$ cat config.mk
export PLATFORM = sky130hd
export DESIGN_NAME = vrc_result_queue
export DESIGN_NICKNAME = d
export VERILOG_FILES = /design/src/vrc_pkg.sv /design/src/vrc_result_queue.sv
export SDC_FILE = /design/constraint.sdc
export NUM_CORES = 1
export LEC_CHECK = 0
export BUFFER_PORTS_ARGS = -buffer_cell sky130_fd_sc_hd__buf_4
export CAP_MARGIN = 20
export CORE_MARGIN = 1
export CORE_UTILIZATION = 64
export DETAILED_ROUTE_END_ITERATION = 12
export PLACE_DENSITY = 0.93
export SLEW_MARGIN = 20
export SYNTH_ARGS = -nofsm -noshare
export SYNTH_HDL_FRONTEND = slang
export SYNTH_SLANG_ARGS = --single-unit
$ cat constraint.sdc
create_clock -name clk -period 7.6 [get_ports clk]
set_input_delay 0.38 -clock clk [delete_from_list [all_inputs] [get_ports clk]]
set_output_delay 0.38 -clock clk [all_outputs]
set_load 0.005 [all_outputs]
$ cat src/vrc_pkg.sv
// ----------------------------------------------------------------------------
// vrc_pkg
// Shared types, constants and helpers of the vertical resampling filter.
// ----------------------------------------------------------------------------
`default_nettype none

package vrc_pkg;

  localparam int MaxColumns = 4096;
  localparam int ColW       = $clog2(MaxColumns);
  localparam int NumChan    = 4;
  localparam int PixW       = 8;
  localparam int WeightW    = 16;
  localparam int AccW       = 32;
  localparam int PrecW      = 5;
  localparam int ProdW      = PixW + 1 + WeightW;
  localparam int QueueDepth = 4;
  localparam int QueueAw    = $clog2(QueueDepth);
  localparam int PendW      = $clog2(QueueDepth + 1);

  localparam logic [PrecW-1:0] PrecReset = PrecW'(22);
  localparam logic [AccW-1:0]  ChanMax   = AccW'(255);

  typedef logic [AccW-1:0] acc_t;
  typedef logic [NumChan-1:0][AccW-1:0] sums_t;
  typedef logic [NumChan-1:0][PixW-1:0] pix_t;

  // one source pixel on its way into the accumulators
  typedef struct packed {
    logic [ColW-1:0]           column;
    pix_t                      pix;
    logic signed [WeightW-1:0] weight;
    logic                      first_tap;
    logic                      last_tap;
  } tap_t;

  // finished column sums
  typedef struct packed {
    logic [ColW-1:0] column;
    sums_t           sums;
  } done_t;

  // output pixel waiting in the queue
  typedef struct packed {
    logic [ColW-1:0] column;
    pix_t            chans;
  } result_t;

  function automatic acc_t round_bias(input logic [PrecW-1:0] prec);
    acc_t one;
    one = acc_t'(1);
    if (prec == '0) begin
      return '0;
    end
    return one << (prec - PrecW'(1));
  endfunction

  function automatic logic [PixW-1:0] shift_clamp(input acc_t sum,
                                                  input logic [PrecW-1:0] prec);
    acc_t shifted;
    shifted = acc_t'($signed(sum) >>> prec);
    if (shifted[AccW-1]) begin
      return '0;
    end
    if (shifted > ChanMax) begin
      return ChanMax[PixW-1:0];
    end
    return shifted[PixW-1:0];
  endfunction

endpackage

`default_nettype wire

$ cat src/vrc_result_queue.sv
// ----------------------------------------------------------------------------
// vrc_result_queue
// Final shift and clamp of finished sums, then a small output queue.
// ----------------------------------------------------------------------------
`default_nettype none

module vrc_result_queue (
  input  wire logic                      clk,
  input  wire logic                      rst,
  input  wire logic                      done_valid,
  input  wire vrc_pkg::done_t            done,
  input  wire logic [vrc_pkg::PrecW-1:0] prec,
  output logic                           res_valid,
  input  wire logic                      res_ready,
  output vrc_pkg::result_t               res
);
  import vrc_pkg::*;

  result_t              entries [QueueDepth];
  result_t              wr_item;
  logic [QueueAw-1:0]   wr_ptr;
  logic [QueueAw-1:0]   rd_ptr;
  logic [PendW-1:0]     count;
  logic                 pop;

  always_comb begin
    wr_item.column = done.column;
    for (int c = 0; c < NumChan; c++) begin
      wr_item.chans[c] = shift_clamp(done.sums[c], prec);
    end
  end

  assign res_valid = (count != '0);
  assign res       = entries[rd_ptr];
  assign pop       = res_valid && res_ready;

  // no full check: upstream credits keep the queue from overflowing
  always_ff @(posedge clk) begin
    if (rst) begin
      wr_ptr <= '0;
      rd_ptr <= '0;
      count  <= '0;
    end else begin
      if (done_valid) begin
        wr_ptr <= wr_ptr + QueueAw'(1);
      end
      if (pop) begin
        rd_ptr <= rd_ptr + QueueAw'(1);
      end
      count <= count + PendW'(done_valid) - PendW'(pop);
    end
    if (done_valid) begin
      entries[wr_ptr] <= wr_item;
    end
  end

endmodule

`default_nettype wire

After elaboration in Yosys (flattened, before gate mapping)
Memories as Yosys holds them, arrays and structs flattened. A register that Yosys moved wholly into a read port is not among the register bits.
Index checks and enable logic that the tools add are counted.
{ "totals": {"register_bits": 7, "latch_bits": 0, "ram_bits": 176, "mem_bits_ro": 0, "inputBits": 149, "output_inout_bits": 45, "mem_count": 1} }
{ "mem_list": {"columns": ["name", "depth", "word_bits", "rd", "rd_clocked_by_memory_dff", "write_ports", "line", "source"], "rows": [
  ["entries", 4, 44, 1, 1, 1, "vrc_result_queue.sv:19", "result_t entries [QueueDepth];"]
]} }
{ "op_classes": {"n_addsub": 4, "n_mul": 0, "div": 0, "order_cmp": 4, "n_eq_ne": 0, "shift": 4, "muxes": 32, "bitwise_logic": 0, "n_reduce_logical": 2} }
{ "op_table": {"columns": ["op", "n"], "rows": [
  ["32-bit by 8-bit greater-than comparator with 1-bit output (second input constant)", 4],
  ["8-bit 2-to-1 mux", 16],
  ["32-bit by 5-bit >>> shifter with 32-bit output", 4],
  ["1-bit 2-to-1 mux", 14],
  ["2-bit by 1-bit adder with 2-bit output (second input constant)", 2],
  ["2-bit 2-to-1 mux", 2],
  ["3-bit by 1-bit adder with 3-bit output", 1],
  ["3-bit nonzero test", 1],
  ["3-bit by 1-bit subtractor with 3-bit output", 1],
  ["1-bit logical AND", 1]
]} }

Longest topological paths before layout
{ "logic_depth": {"ltp_word": 6, "ltp_mapped": 14, "mapped_depth_nobuf": 10} }

Least setup slack after synthesis
No wires, ideal clock.
{ "synth_path": {"kind": "input-to-reg", "start": "in prec[1] (netlist bit)", "end": "mem entries[0][0] (netlist bit) (data pin)", "setup_time_ps": 297, "t_arrival_ps": 2647, "t_required_ps": 7303, "path_slack_ps": 4656, "cell_stages": 10, "path_buffers": 3, "cell_sequence": "buf_2 -> buf_2 -> buf_2 -> mux4_2 -> nor4_1 -> a31oi_1 -> nor4_1 -> o2111ai_1 -> nor4b_4 -> a221oi_1"} }
{ "synth_rtl": {"columns": ["item", "line", "source"], "rows": [
  ["start, declared", "vrc_result_queue.sv:12", "input wire logic [vrc_pkg::PrecW-1:0] prec,"],
  ["end, declared", "vrc_result_queue.sv:19", null]
]} }

==> impl_metrics.env <==
export IMPL_status="finished clean"
export IMPL_numPortBuffers=193
export IMPL_synth_seq_cells=185
export IMPL_postSynthCellCount=1177
export IMPL_cts_buffer_depth=2
export IMPL_routed_via_count=11698
export IMPL_yosys_cell_count_top_type="edfxtp_1"
export IMPL_hold_buffers=0
export IMPL_async_flop_share=0
export IMPL_path_clk_slew_ns=0.06
export IMPL_yosys_most_used_dff="edfxtp_1"
export IMPL_finalCriticalPeriod_ns=4.28
export IMPL_yosysSeqAreaShare=0.385
export IMPL_ant_nets=0
export IMPL_synth_area_um2=14200
export IMPL_initial_utilization=0.652
export IMPL_synth_enable_flop_cells=176
export IMPL_fin_skew_ns=0.00796
export IMPL_cts_root_buf="clkbuf_16"
export IMPL_fin_cells=1589
export IMPL_setup_tns_ns=0
export IMPL_avgSynthCellArea_um2=12.1
export IMPL_vdd_drop_max_mv=0.172
export IMPL_ys_top_cells_by_count="edfxtp_1, mux4_2, nand2_1"
export IMPL_cp_start_kind="input port"
export IMPL_die_area_um2=22800
export IMPL_criticalPathCategory="in2reg"
export IMPL_nFillCells=1421
export IMPL_maxCapViolCount=0
export IMPL_drive_above_1_share=0.346
export IMPL_ctsResizeCount=0
export IMPL_fp_row_count=54
export IMPL_cp_required_ns=7.72
export IMPL_p_per_area_nw_per_um2=195
export IMPL_power_mw=3.14
export IMPL_ys_warn_count=0
export IMPL_final_hold_viol_count=0
export IMPL_num_antenna_cells=0
export IMPL_setup_viol=0
export IMPL_crit_path_end_kind="register"
export IMPL_finalMaxSlewViolations=0
export IMPL_core_area_um2=21800
export IMPL_clock_sinks=185
export IMPL_vias_per_cell=7.36
export IMPL_yosys_area_top_type="edfxtp_1"
export IMPL_fin_hold_ws_ns=0.154
export IMPL_grt_pass1_wl_mm=63.1
export IMPL_chipWidth_um=151
export IMPL_seq_area_um2=5470
export IMPL_synth_fp_nets=1333
export IMPL_post_place_cells=1557
export IMPL_antenna_found_initial=1
export IMPL_place_ws_ns=3.02
export IMPL_dieHeight_um=151
export IMPL_hold_path_class="in2reg"
export IMPL_arrival_ns=4.40
export IMPL_clk_insertion_delay_late_ns=0.43
export IMPL_drc_errors=0
export IMPL_nNetsFinal=1452
export IMPL_worstMarginPinSlew_ns=1.16
export IMPL_fin_ws_ns=3.32
export IMPL_grt_pass1_vias=10831
export IMPL_place_gp_congestion=0.984
export IMPL_drt_wl_total_mm=41.8
export IMPL_drtIter0Drc=1863
export IMPL_drt_pass1_iter_count=7
export IMPL_cts_setup_buffers=0
export IMPL_synth_area_leaders="edfxtp_1, mux4_2, mux2i_1, mux2_2, nand2_1"
export IMPL_multi_input_area_um2=8080
export IMPL_synthToLayoutAreaGrowth_pct=13.4
export IMPL_globalRoute_totalOverflow=0
export IMPL_rsz0062_at_grt="no"
export IMPL_cts_tree="yes"
export IMPL_ys_types=80
export IMPL_yosysTopAreaCellShare=0.372
export IMPL_ioPinCount=194
export IMPL_clock_fmax_ghz=0.234
export IMPL_grt_usage=0.373
export IMPL_leakagePower_nw=5.89
export IMPL_numCtsBuffers=17
export IMPL_worstPathMaxFanout=122
export IMPL_fin_area_um2=16100
export IMPL_dpl_hpwl_mm=28.7
export IMPL_fin_util=0.740
export IMPL_grt_max_degree=123
export IMPL_htreeDepth=4
export IMPL_slew_headroom=0.226
export IMPL_detail_route_wl_per_cell_um=26.3
export IMPL_min_period_over_period=0.563
export IMPL_place_area_um2=15500
-- worst paths after layout --
check / slack (ns) / cells past startpoint / to / startpoint
setup / recovery: 3.32 / 9 / entries[0][29] / prec[0]
hold / removal: 0.15 / 1 / entries[0][42] / done[138]
setup reg to reg: 5.25 / 10 / count[2] / count[1]
hold reg to reg: 0.58 / 2 / register / rd_ptr[0]
-- placed cells by master (no fill, tap or decap), types with 4 or more instances in the layout --
master | synthesis | routed
ha_1 | 6 | 6
or2_2 | 5 | 5
or3_1 | 6 | 6
nand4_1 | 5 | 5
and2_1 | 10 | 6
clkinvlp_4 | 0 | 6
a211oi_1 | 10 | 10
inv_1 | 15 | 15
a221oi_1 | 31 | 31
nand2b_1 | 13 | 13
nor3_1 | 9 | 9
o21a_1 | 8 | 8
o21ai_0 | 64 | 64
a2111oi_0 | 6 | 6
nor2_1 | 97 | 97
mux2_2 | 62 | 62
nand3_1 | 9 | 9
edfxtp_1 | 176 | 176
nor2b_1 | 15 | 15
dfxtp_1 | 9 | 7
a211o_1 | 4 | 4
nor4_1 | 8 | 8
nand2_1 | 112 | 112
a31oi_1 | 5 | 5
a31o_2 | 5 | 5
and2_2 | 0 | 4
o211ai_1 | 11 | 11
clkbuf_16 | 0 | 17
mux4_1 | 6 | 6
mux4_2 | 130 | 130
mux2i_1 | 102 | 102
a21oi_1 | 48 | 48
o22ai_1 | 11 | 11
buf_4 | 11 | 207
-- worst max-delay path, stage by stage --
cell and delay, ns:
buf_8 0.67, buf_4 0.75, mux2_2 0.45, mux4_2 0.49, or4_1 0.51, o21ai_1 0.25, nand4_1 0.20, nor2_2 0.33
a221oi_1 0.25
-- state kept, by name (all words and copies together) (netlist names), named ones only --
| name | flops |
|---|---|
| entries | 176 |
| count | 3 |
| rd_ptr | 2 |
| wr_ptr | 2 |
-- metal layers --
metal	track usage	vias up	routed length [um]
li1	-	4955	-
met1	0.527	5632	15400
met2	0.572	969	19400
met3	0.0831	140	5440
met4	0.129	2	1540
met5	0	-	13
-- power by group --
part	switching (mW)	total, mW	internal (mW)
Sequential	0.0430	1.23	1.19
Combinational	0.538	1.07	0.535
Clock	0.354	0.834	0.479
-- layout make-up --
class	count	share of cell area
multi-input cells	868	0.502
clock inverters	13	0.00809
inverters	16	0.00373
repair buffers	208	0.0975
well taps	280	0.0218
flip-flops and latches	185	0.340
clock buffers	19	0.0269
-- cell families (layout without fill, tap and decap cells) --
kind of cell,after synthesis,in the layout,share of synthesized area
AND/OR/NAND/NOR,307,307,0.101
multiplexers,301,301,0.340
AO/OA/AOI/OAI,248,248,0.118
flip-flops,185,185,0.385
buffers and inverters,124,256,0.0458
adder cells (fa/ha/maj),7,7,0.00670
XOR/XNOR,5,5,0.00309
Note: power is estimated with default switching activity, not from simulation.
